--- src/hw/rtl/aavr_pkg.sv ---
// Package: shared types, constants and the CORDIC angle table for the axis-angle rotator.
`timescale 1ns / 1ps
`default_nettype none
package aavr_pkg;

	localparam int COORD_WIDTH  = 32;
	localparam int ANGLE_WIDTH  = 16;
	localparam int AXIS_WIDTH   = 16;
	localparam int CORDIC_STEPS = 16;
	localparam int PHASE_W      = 32;
	localparam int CORDIC_W     = 34;  // Q2.30 with headroom
	localparam int CS_W         = 22;  // cos/sin, Q20 clamped to +-1
	localparam int T_W          = 23;  // 1 - cos
	localparam int PP_W         = 2 * AXIS_WIDTH;
	localparam int FRAW_W       = PP_W + T_W;
	localparam int GRAW_W       = AXIS_WIDTH + CS_W;
	localparam int MAT_W        = 29;
	localparam int PIPE_LAT     = CORDIC_STEPS + 8;

	localparam logic signed [CORDIC_W-1:0] CORDIC_GAIN_INV = 34'sd652032874;
	localparam logic signed [CS_W-1:0]     ONE_Q20         = 22'sd1048576;

	typedef struct packed {
		logic signed [COORD_WIDTH-1:0] vec_x;
		logic signed [COORD_WIDTH-1:0] vec_y;
		logic signed [COORD_WIDTH-1:0] vec_z;
		logic signed [COORD_WIDTH-1:0] scale_w;
		logic signed [AXIS_WIDTH-1:0]  axis_x;
		logic signed [AXIS_WIDTH-1:0]  axis_y;
		logic signed [AXIS_WIDTH-1:0]  axis_z;
		logic [ANGLE_WIDTH-1:0]        turn_angle;
	} cmd_t;

	typedef struct packed {
		logic signed [COORD_WIDTH-1:0] rot_x;
		logic signed [COORD_WIDTH-1:0] rot_y;
		logic signed [COORD_WIDTH-1:0] rot_z;
		logic signed [COORD_WIDTH-1:0] out_w;
	} result_t;

	// atan(2^-i) as a 32-bit turn fraction
	function automatic logic signed [CORDIC_W-1:0] atan_turn(input int unsigned idx);
		logic signed [CORDIC_W-1:0] r;
		case (idx)
			0:  r = 34'sd536870912;
			1:  r = 34'sd316933406;
			2:  r = 34'sd167458907;
			3:  r = 34'sd85004756;
			4:  r = 34'sd42667331;
			5:  r = 34'sd21354465;
			6:  r = 34'sd10679838;
			7:  r = 34'sd5340245;
			8:  r = 34'sd2670163;
			9:  r = 34'sd1335087;
			10: r = 34'sd667544;
			11: r = 34'sd333772;
			12: r = 34'sd166886;
			13: r = 34'sd83443;
			14: r = 34'sd41722;
			15: r = 34'sd20861;
			default: r = '0;
		endcase
		return r;
	endfunction

endpackage
`default_nettype wire

--- src/hw/rtl/aavr_cordic.sv ---
// Pipelined CORDIC: one rotation step per stage, yields cos/sin in Q20.
`timescale 1ns / 1ps
`default_nettype none
module aavr_cordic (
	input  wire logic                                     clk,
	input  wire logic                                     arst_n,
	input  wire logic                                     in_valid,
	input  wire logic [aavr_pkg::ANGLE_WIDTH-1:0]         angle,
	output logic                                          out_valid,
	output logic signed [aavr_pkg::CS_W-1:0]              cos_q,
	output logic signed [aavr_pkg::CS_W-1:0]              sin_q
);

	localparam int N = aavr_pkg::CORDIC_STEPS;
	localparam int W = aavr_pkg::CORDIC_W;
	localparam int PW = aavr_pkg::PHASE_W;

	logic signed [W-1:0] x_s [0:N];
	logic signed [W-1:0] y_s [0:N];
	logic signed [W-1:0] z_s [0:N];
	logic                flip_s [0:N];
	logic                valid_s [0:N];

	logic [PW-1:0] phase;
	logic          flip_in;
	logic [PW-1:0] phase_f;

	// quadrant fold: phases in [1/4, 3/4) turn move by half a turn
	always_comb begin
		phase   = {angle, {(PW - aavr_pkg::ANGLE_WIDTH){1'b0}}};
		flip_in = phase[PW-1] ^ phase[PW-2];
		phase_f = {phase[PW-1] ^ flip_in, phase[PW-2:0]};
	end

	always_ff @(posedge clk or negedge arst_n) begin
		if (!arst_n) begin
			valid_s[0] <= 1'b0;
		end else begin
			valid_s[0] <= in_valid;
		end
	end

	always_ff @(posedge clk) begin
		x_s[0]    <= aavr_pkg::CORDIC_GAIN_INV;
		y_s[0]    <= '0;
		z_s[0]    <= W'(signed'(phase_f));
		flip_s[0] <= flip_in;
	end

	for (genvar i = 0; i < N; i++) begin : g_step
		logic signed [W-1:0] dx, dy, nx, ny, nz;
		always_comb begin
			dx = y_s[i] >>> i;
			dy = x_s[i] >>> i;
			if (!z_s[i][W-1]) begin
				nx = x_s[i] - dx;
				ny = y_s[i] + dy;
				nz = z_s[i] - aavr_pkg::atan_turn(i);
			end else begin
				nx = x_s[i] + dx;
				ny = y_s[i] - dy;
				nz = z_s[i] + aavr_pkg::atan_turn(i);
			end
		end
		always_ff @(posedge clk or negedge arst_n) begin
			if (!arst_n) begin
				valid_s[i+1] <= 1'b0;
			end else begin
				valid_s[i+1] <= valid_s[i];
			end
		end
		always_ff @(posedge clk) begin
			x_s[i+1]    <= nx;
			y_s[i+1]    <= ny;
			z_s[i+1]    <= nz;
			flip_s[i+1] <= flip_s[i];
		end
	end

	function automatic logic signed [aavr_pkg::CS_W-1:0] round_clamp(
		input logic signed [W-1:0] v, input logic neg);
		logic signed [W:0] a;
		logic signed [W:0] r;
		a = neg ? -(W+1)'(v) : (W+1)'(v);
		r = (a + (W+1)'(512)) >>> 10;
		if (r > (W+1)'(aavr_pkg::ONE_Q20))
			return aavr_pkg::ONE_Q20;
		else if (r < -(W+1)'(aavr_pkg::ONE_Q20))
			return -aavr_pkg::ONE_Q20;
		return r[aavr_pkg::CS_W-1:0];
	endfunction

	always_ff @(posedge clk or negedge arst_n) begin
		if (!arst_n) begin
			out_valid <= 1'b0;
		end else begin
			out_valid <= valid_s[N];
		end
	end

	always_ff @(posedge clk) begin
		cos_q <= round_clamp(x_s[N], flip_s[N]);
		sin_q <= round_clamp(y_s[N], flip_s[N]);
	end

endmodule
`default_nettype wire

--- config.mk ---
export PLATFORM = sky130hd
export DESIGN_NAME = aavr_cordic
export DESIGN_NICKNAME = d
export VERILOG_FILES = /design/src/hw/rtl/aavr_pkg.sv /design/src/hw/rtl/aavr_cordic.sv
export SDC_FILE = /design/constraint.sdc
export NUM_CORES = 2
export LEC_CHECK = 0
export BUFFER_PORTS_ARGS = -buffer_cell sky130_fd_sc_hd__buf_2
export CAP_MARGIN = 10
export CELL_PAD_IN_SITES_DETAIL_PLACEMENT = 2
export CELL_PAD_IN_SITES_GLOBAL_PLACEMENT = 2
export CORE_MARGIN = 3
export CORE_UTILIZATION = 40
export CTS_CLUSTER_DIAMETER = 200
export DETAILED_ROUTE_END_ITERATION = 8
export PLACE_DENSITY = 0.8
export SYNTH_ARGS = -nofsm -noshare
export SYNTH_HDL_FRONTEND = slang
export SYNTH_SLANG_ARGS = --single-unit
--- constraint.sdc ---
create_clock -name clk -period 14.6 [get_ports clk]
set_input_delay 2.92 -clock clk [delete_from_list [all_inputs] [get_ports clk]]
set_output_delay 2.92 -clock clk [all_outputs]
set_load 0.02 [all_outputs]
* Word level (Yosys, flattened, before mapping)
Memories as Yosys holds them, arrays and structs flattened.
Cells that the tools add are included.
** Word-level totals
- Memories kept :: 4
- Bits of input ports :: 19
- Logic and storage cells :: 189
- Bits in writable memories :: 1751
- Register bits :: 62
** Memory list
- x_s :: depth 17, bits a word 34, read ports 17, clocked after Yosys merged registers in 0, write ports 17, RTL line aavr_cordic.sv:18 : logic signed [W-1:0] x_s [0:N];
- y_s :: depth 17, bits a word 34, read ports 17, clocked after Yosys merged registers in 0, write ports 17, RTL line aavr_cordic.sv:19 : logic signed [W-1:0] y_s [0:N];
- z_s :: depth 17, bits a word 34, read ports 16, clocked after Yosys merged registers in 0, write ports 17, RTL line aavr_cordic.sv:20 : logic signed [W-1:0] z_s [0:N];
- flip_s :: depth 17, bits a word 1, read ports 17, clocked after Yosys merged registers in 0, write ports 17, RTL line aavr_cordic.sv:21 : logic flip_s [0:N];
** Operators by class
- Magnitude comparators :: 4
- Bitwise logic cells :: 2
- Multiplexer cells :: 60
- $add $sub $neg :: 99
** Operators by type and width (number)
- 34-bit 2-to-1 mux :: 48
- 22-bit 2-to-1 mux :: 6
- 35-bit by 11-bit adder with 35-bit output, second input constant :: 2
- 35-bit 2-to-1 mux :: 2
- 34-bit negator with 35-bit output :: 2
- 34-bit by 19-bit adder with 34-bit output :: 2
- 34-bit by 20-bit adder with 34-bit output :: 2
- 34-bit by 21-bit adder with 34-bit output :: 2
- 34-bit by 22-bit adder with 34-bit output :: 2
- 34-bit by 23-bit adder with 34-bit output :: 2
- 34-bit by 24-bit adder with 34-bit output :: 2
- 34-bit by 25-bit adder with 34-bit output :: 2
- 34-bit by 26-bit adder with 34-bit output :: 2
- 34-bit by 27-bit adder with 34-bit output :: 2
- 34-bit by 28-bit adder with 34-bit output :: 2
- 34-bit by 29-bit adder with 34-bit output :: 2
- 34-bit by 30-bit adder with 34-bit output :: 2
- 34-bit by 31-bit adder with 34-bit output :: 2
- 34-bit by 32-bit adder with 34-bit output :: 2
- 34-bit by 33-bit adder with 34-bit output :: 2
- 34-bit by 19-bit subtractor with 34-bit output :: 2
- 34-bit by 20-bit subtractor with 34-bit output :: 2
- 34-bit by 21-bit subtractor with 34-bit output :: 2
- 34-bit by 22-bit subtractor with 34-bit output :: 2
- 49 further kinds :: 67

* Depth between registers and ports, before layout
An unclocked memory read counts as a cell.
- Depth after elaboration :: 8
- Mapped depth :: 24
- Depth with buffers taken out :: 22

* Worst setup path before layout
OpenSTA, ideal clock, no wires.
- Path kind :: reg-to-reg
- Start point :: memory flip_s[16][0], in the netlist flip_s[0][16]
- End point :: register sin_q[10] in the netlist's numbering
- Data arrival time :: 5.181 ns
- Required time :: 14.478 ns
- Stages on the path, launching flop included :: 25
- Path buffers :: 10
- Library setup time :: 0.122 ns
- Setup slack :: 9.297 ns
- Cells stage by stage :: dfxtp_1 > clkbuf_1 > clkbuf_1 > clkbuf_1 > clkbuf_1 > buf_1 > clkbuf_1 > clkbuf_1 > clkbuf_1 > o21ai_0 > xnor2_1 > ha_1 > nand2_1 > nor2_1 > a32oi_1 > nor4_4 > and2_1 > buf_4 > a31o_2 > and3_1 > mux2i_1 > nor2b_2 > o31a_2 > buf_6 > nor2_1
** RTL lines
- from (decl) :: RTL line aavr_cordic.sv:21
- to (signal assigned) :: RTL line aavr_cordic.sv:103 : sin_q <= round_clamp(y_s[N], flip_s[N]);
- to (decl) :: RTL line aavr_cordic.sv:11 : output logic signed [aavr_pkg::CS_W-1:0] sin_q

==> impl_metrics.toml <==
[timing]
slew_violations = 0
finalHoldViolCount = 0
timing.fmax_mhz = 141
setup_viol = 0
max_slew.worst_pin.slew_ps = 1180
rsz0062_at_grt = "no"
period_needed_ps = 7070
timing.final.crit_share = 0.484
fin_skew_ps = 51.6
holdWs_ps = 322
setup_tns_ps = 0
slew_headroom = 0.206

[yosys]
synth_edf_count = 0
syn-num-nets = 14300
synth.ff_latch_count = 1522
ys_warn_count = 0
synthCells = 12900
synth.distinct_cells = 98
synth_area_mm2 = 0.109
synth-main-ff-cell = "dfxtp_1"
synth-seq-area-share = 0.280
postSynth.asyncResetShare = 0.0118
syn_area_per_cell_um2 = 8.50

[global_route]
use_met2 = 0.503
grt_usage = 0.263
grt_first_pass_wirelength_um = 606000
grt_max_degree = 76
use_met1 = 0.312
grt-ovfl-total = 0
met3_usage = 0.0205
antenna_found_initial = 18
top_usage_layer = "met2"
grt_pass1_vias = 107000

[final_layout]
drive_gt1_frac = 0.0468
fill_cells = 30000
nets = 14400
regArea_mm2 = 0.0306
areaGrowthSynthToFinish_pct = 10.3
multiInputGateArea_mm2 = 0.0759

[clock_tree]
clk_path_buf_depth = 4
htreeDepth = 4
clk_latency_ps = 880
cts_setup_buffers = 0
holdBufCountCts = 0
cts_buffers = 192
cts_resized = 0
cts-root-buf = "clkbuf_16"
clk_pin_slew_worst_paths_ps = 60
cts_tree = "done"
cts_sinks = 1522

[floorplan]
ios = 64
core_area_mm2 = 0.271
die_area_mm2 = 0.280
die_y_um = 529
die_w_um = 529
row_count = 191
start_util = 0.403

[critical_path]
cp.arrival_ps = 7870
worstRegToRegCells = 16
crit_fanout = 73
critPathLaunch = "z_s[0][203]$_DFF_P_"
worstSetupEndpoint = "z_s[0][237]$_DFF_P_"
required_ps = 15400
worstSetupPathType = "reg2reg"
rrSetupSlack_ps = 7530
timing.rr.end = "z_s[0][237]$_DFF_P_"
start_kind = "register"
endpoint_kind = "register"
r2r-start = "z_s[0][203]$_DFF_P_"

[job]
maxCapViolCount = 0

[route]
drt-pass1-iter-count = 5
totalWireLength_um = 378000
drt_iter0_drc = 3974
vias_per_cell = 5.76
antenna_left = 0
wl_per_cell_um = 22.6
num_vias = 96300
drc = 0

[hold_path]
hp-class = "reg2reg"

[placed_design]
place_congestion = 0.904
hpwlAfterDp_um = 296000
port_buffers = 63

[status]
status = "complete, no violations"
[synthesized netlist by cell type, types with 26 or more instances]
master | count | area share
a41oi_1 | 29 | 0.0023
and2_1 | 64 | 0.0037
o2111ai_1 | 26 | 0.0021
mux2i_1 | 63 | 0.0058
a21oi_1 | 1321 | 0.060
or3_1 | 97 | 0.0056
o21a_1 | 234 | 0.016
xor2_1 | 614 | 0.049
buf_1 | 37 | 0.0013
nor3b_1 | 52 | 0.0036
nor4_1 | 93 | 0.0053
a211o_1 | 26 | 0.0021
a31oi_1 | 150 | 0.0086
nor3_1 | 411 | 0.019
o21bai_1 | 160 | 0.011
and3_1 | 126 | 0.0072
fa_1 | 42 | 0.0077
o31a_1 | 29 | 0.0023
ha_1 | 1378 | 0.16
nand3_1 | 226 | 0.010
nor2b_1 | 171 | 0.0098
o21ai_0 | 545 | 0.025
nand2_1 | 612 | 0.021
xnor2_1 | 1262 | 0.10
inv_1 | 543 | 0.019
mux2_2 | 50 | 0.0052
a21boi_0 | 36 | 0.0025
a31o_2 | 27 | 0.0022
dfxtp_1 | 1504 | 0.28
o211ai_1 | 47 | 0.0032
a211oi_1 | 116 | 0.0080
clkbuf_1 | 151 | 0.0052
o31ai_1 | 54 | 0.0037
o41ai_1 | 50 | 0.0040
a21o_1 | 505 | 0.035
or2_2 | 50 | 0.0029
a2111oi_0 | 31 | 0.0025
nand2b_1 | 188 | 0.011
or4_1 | 43 | 0.0030
nor2_1 | 1274 | 0.044
nand4_1 | 82 | 0.0047
[stage by stage]
stage               setup WS [ps]  utilization  cell area [µm²]  std cells
floorplan                    9300            -           109000      12900
global placement             8120        0.419           114000      16300
detailed placement           7800        0.419           114000      16300
CTS                          7480        0.444           121000      16700
global route                 6950        0.445           121000      16700
finish                       7530        0.445           121000      16700
[state kept, by name, summed over array words and instances (netlist names)]
signal,flops
flip_s,17
x_s,484
cos_q,22
sin_q,22
y_s,511
valid_s,17
z_s,448
out_valid,1
[kinds of logic (layout without fill, tap and decap cells)]
group                      Yosys count  after routing  share of synthesized area
xor gates and xnor gates          1876           1876                      0.150
adders and majority gates         1421           1421                      0.166
AOI/OAI and AO/OA                 3592           3592                      0.208
and+or+nand+nor                   3600           3600                      0.160
other                                0              4                          0
DFF                               1522           1522                      0.280
buffers and inverters              741           1008                     0.0257
muxes                              113            113                     0.0109
[worst max-delay path, stage by stage (launching register included)]
cell and delay, ps:
dfxtp_2 320, buf_4 610, clkinv_1 1150, ha_1 630, fa_1 430, a21o_1 210
a211oi_1 390, o21ai_0 220, a2111oi_0 970, o21ai_0 360, nand2_1 170, o211a_1 170
a2111oi_0 120, o21a_1 230, o21a_1 200, o41ai_1 480, o21a_1 210
[layout make-up]
| type | count | share of cell area |
|---|---|---|
| well taps | 3570 | 0.0370 |
| inverters | 546 | 0.0170 |
| clock buffers | 260 | 0.0459 |
| multi-input cells | 10600 | 0.630 |
| repair buffers | 110 | 0.00585 |
| diodes | 4 | 0.0000830 |
| flip-flops and latches | 1522 | 0.254 |
| clock inverters | 92 | 0.0111 |
[per-layer routing]
metal / up-vias / share of wire / wire length [µm]
li1: 46300 / - / -
met1: 48400 / 0.43 / 161000
met2: 1047 / 0.52 / 198000
met3: 530 / 0.023 / 8820
met4: 0 / 0.027 / 10100
met5: - / 0 / 0
[cells in the final DEF, fill, tap and decap left out, drive strengths merged, types with 42 or more instances in the layout]
cell	netlist	final
ha	1378	1378
o31ai	54	54
dfxtp	1504	1504
o21bai	160	160
fa	42	42
o41ai	50	50
inv	544	555
nor3	413	413
a211oi	116	116
and2	65	65
nor4	96	96
xnor2	1262	1262
a31oi	150	150
xor2	614	614
o21ai	547	547
buf	43	108
or3	98	98
mux2	50	50
o21a	234	234
nor3b	52	52
nand4	84	84
or2	51	51
nand3	226	226
and3	126	126
a21o	505	505
nor2b	172	172
o211ai	47	47
a21oi	1321	1321
clkbuf	152	261
or4	44	44
nand2	612	612
nand2b	189	189
nor2	1274	1274
mux2i	63	63
[worst min path at each step]
stage                                     from               endpoint  cells past startpoint
after floorplan           flip_s[0][9]$_DFF_P_  flip_s[0][10]$_DFF_P_                      0
after global placement    flip_s[0][8]$_DFF_P_   flip_s[0][9]$_DFF_P_                      0
after detailed placement    z_s[0][18]$_DFF_P_     z_s[0][52]$_DFF_P_                      0
after CTS                  z_s[0][103]$_DFF_P_    z_s[0][137]$_DFF_P_                      0
after global routing        z_s[0][28]$_DFF_P_     z_s[0][62]$_DFF_P_                      0
final                      z_s[0][103]$_DFF_P_    z_s[0][137]$_DFF_P_                      0
Power is left out: the tool's default activity adds up to more than one toggle a clock period on the data nets, which glitch-free logic cannot reach.
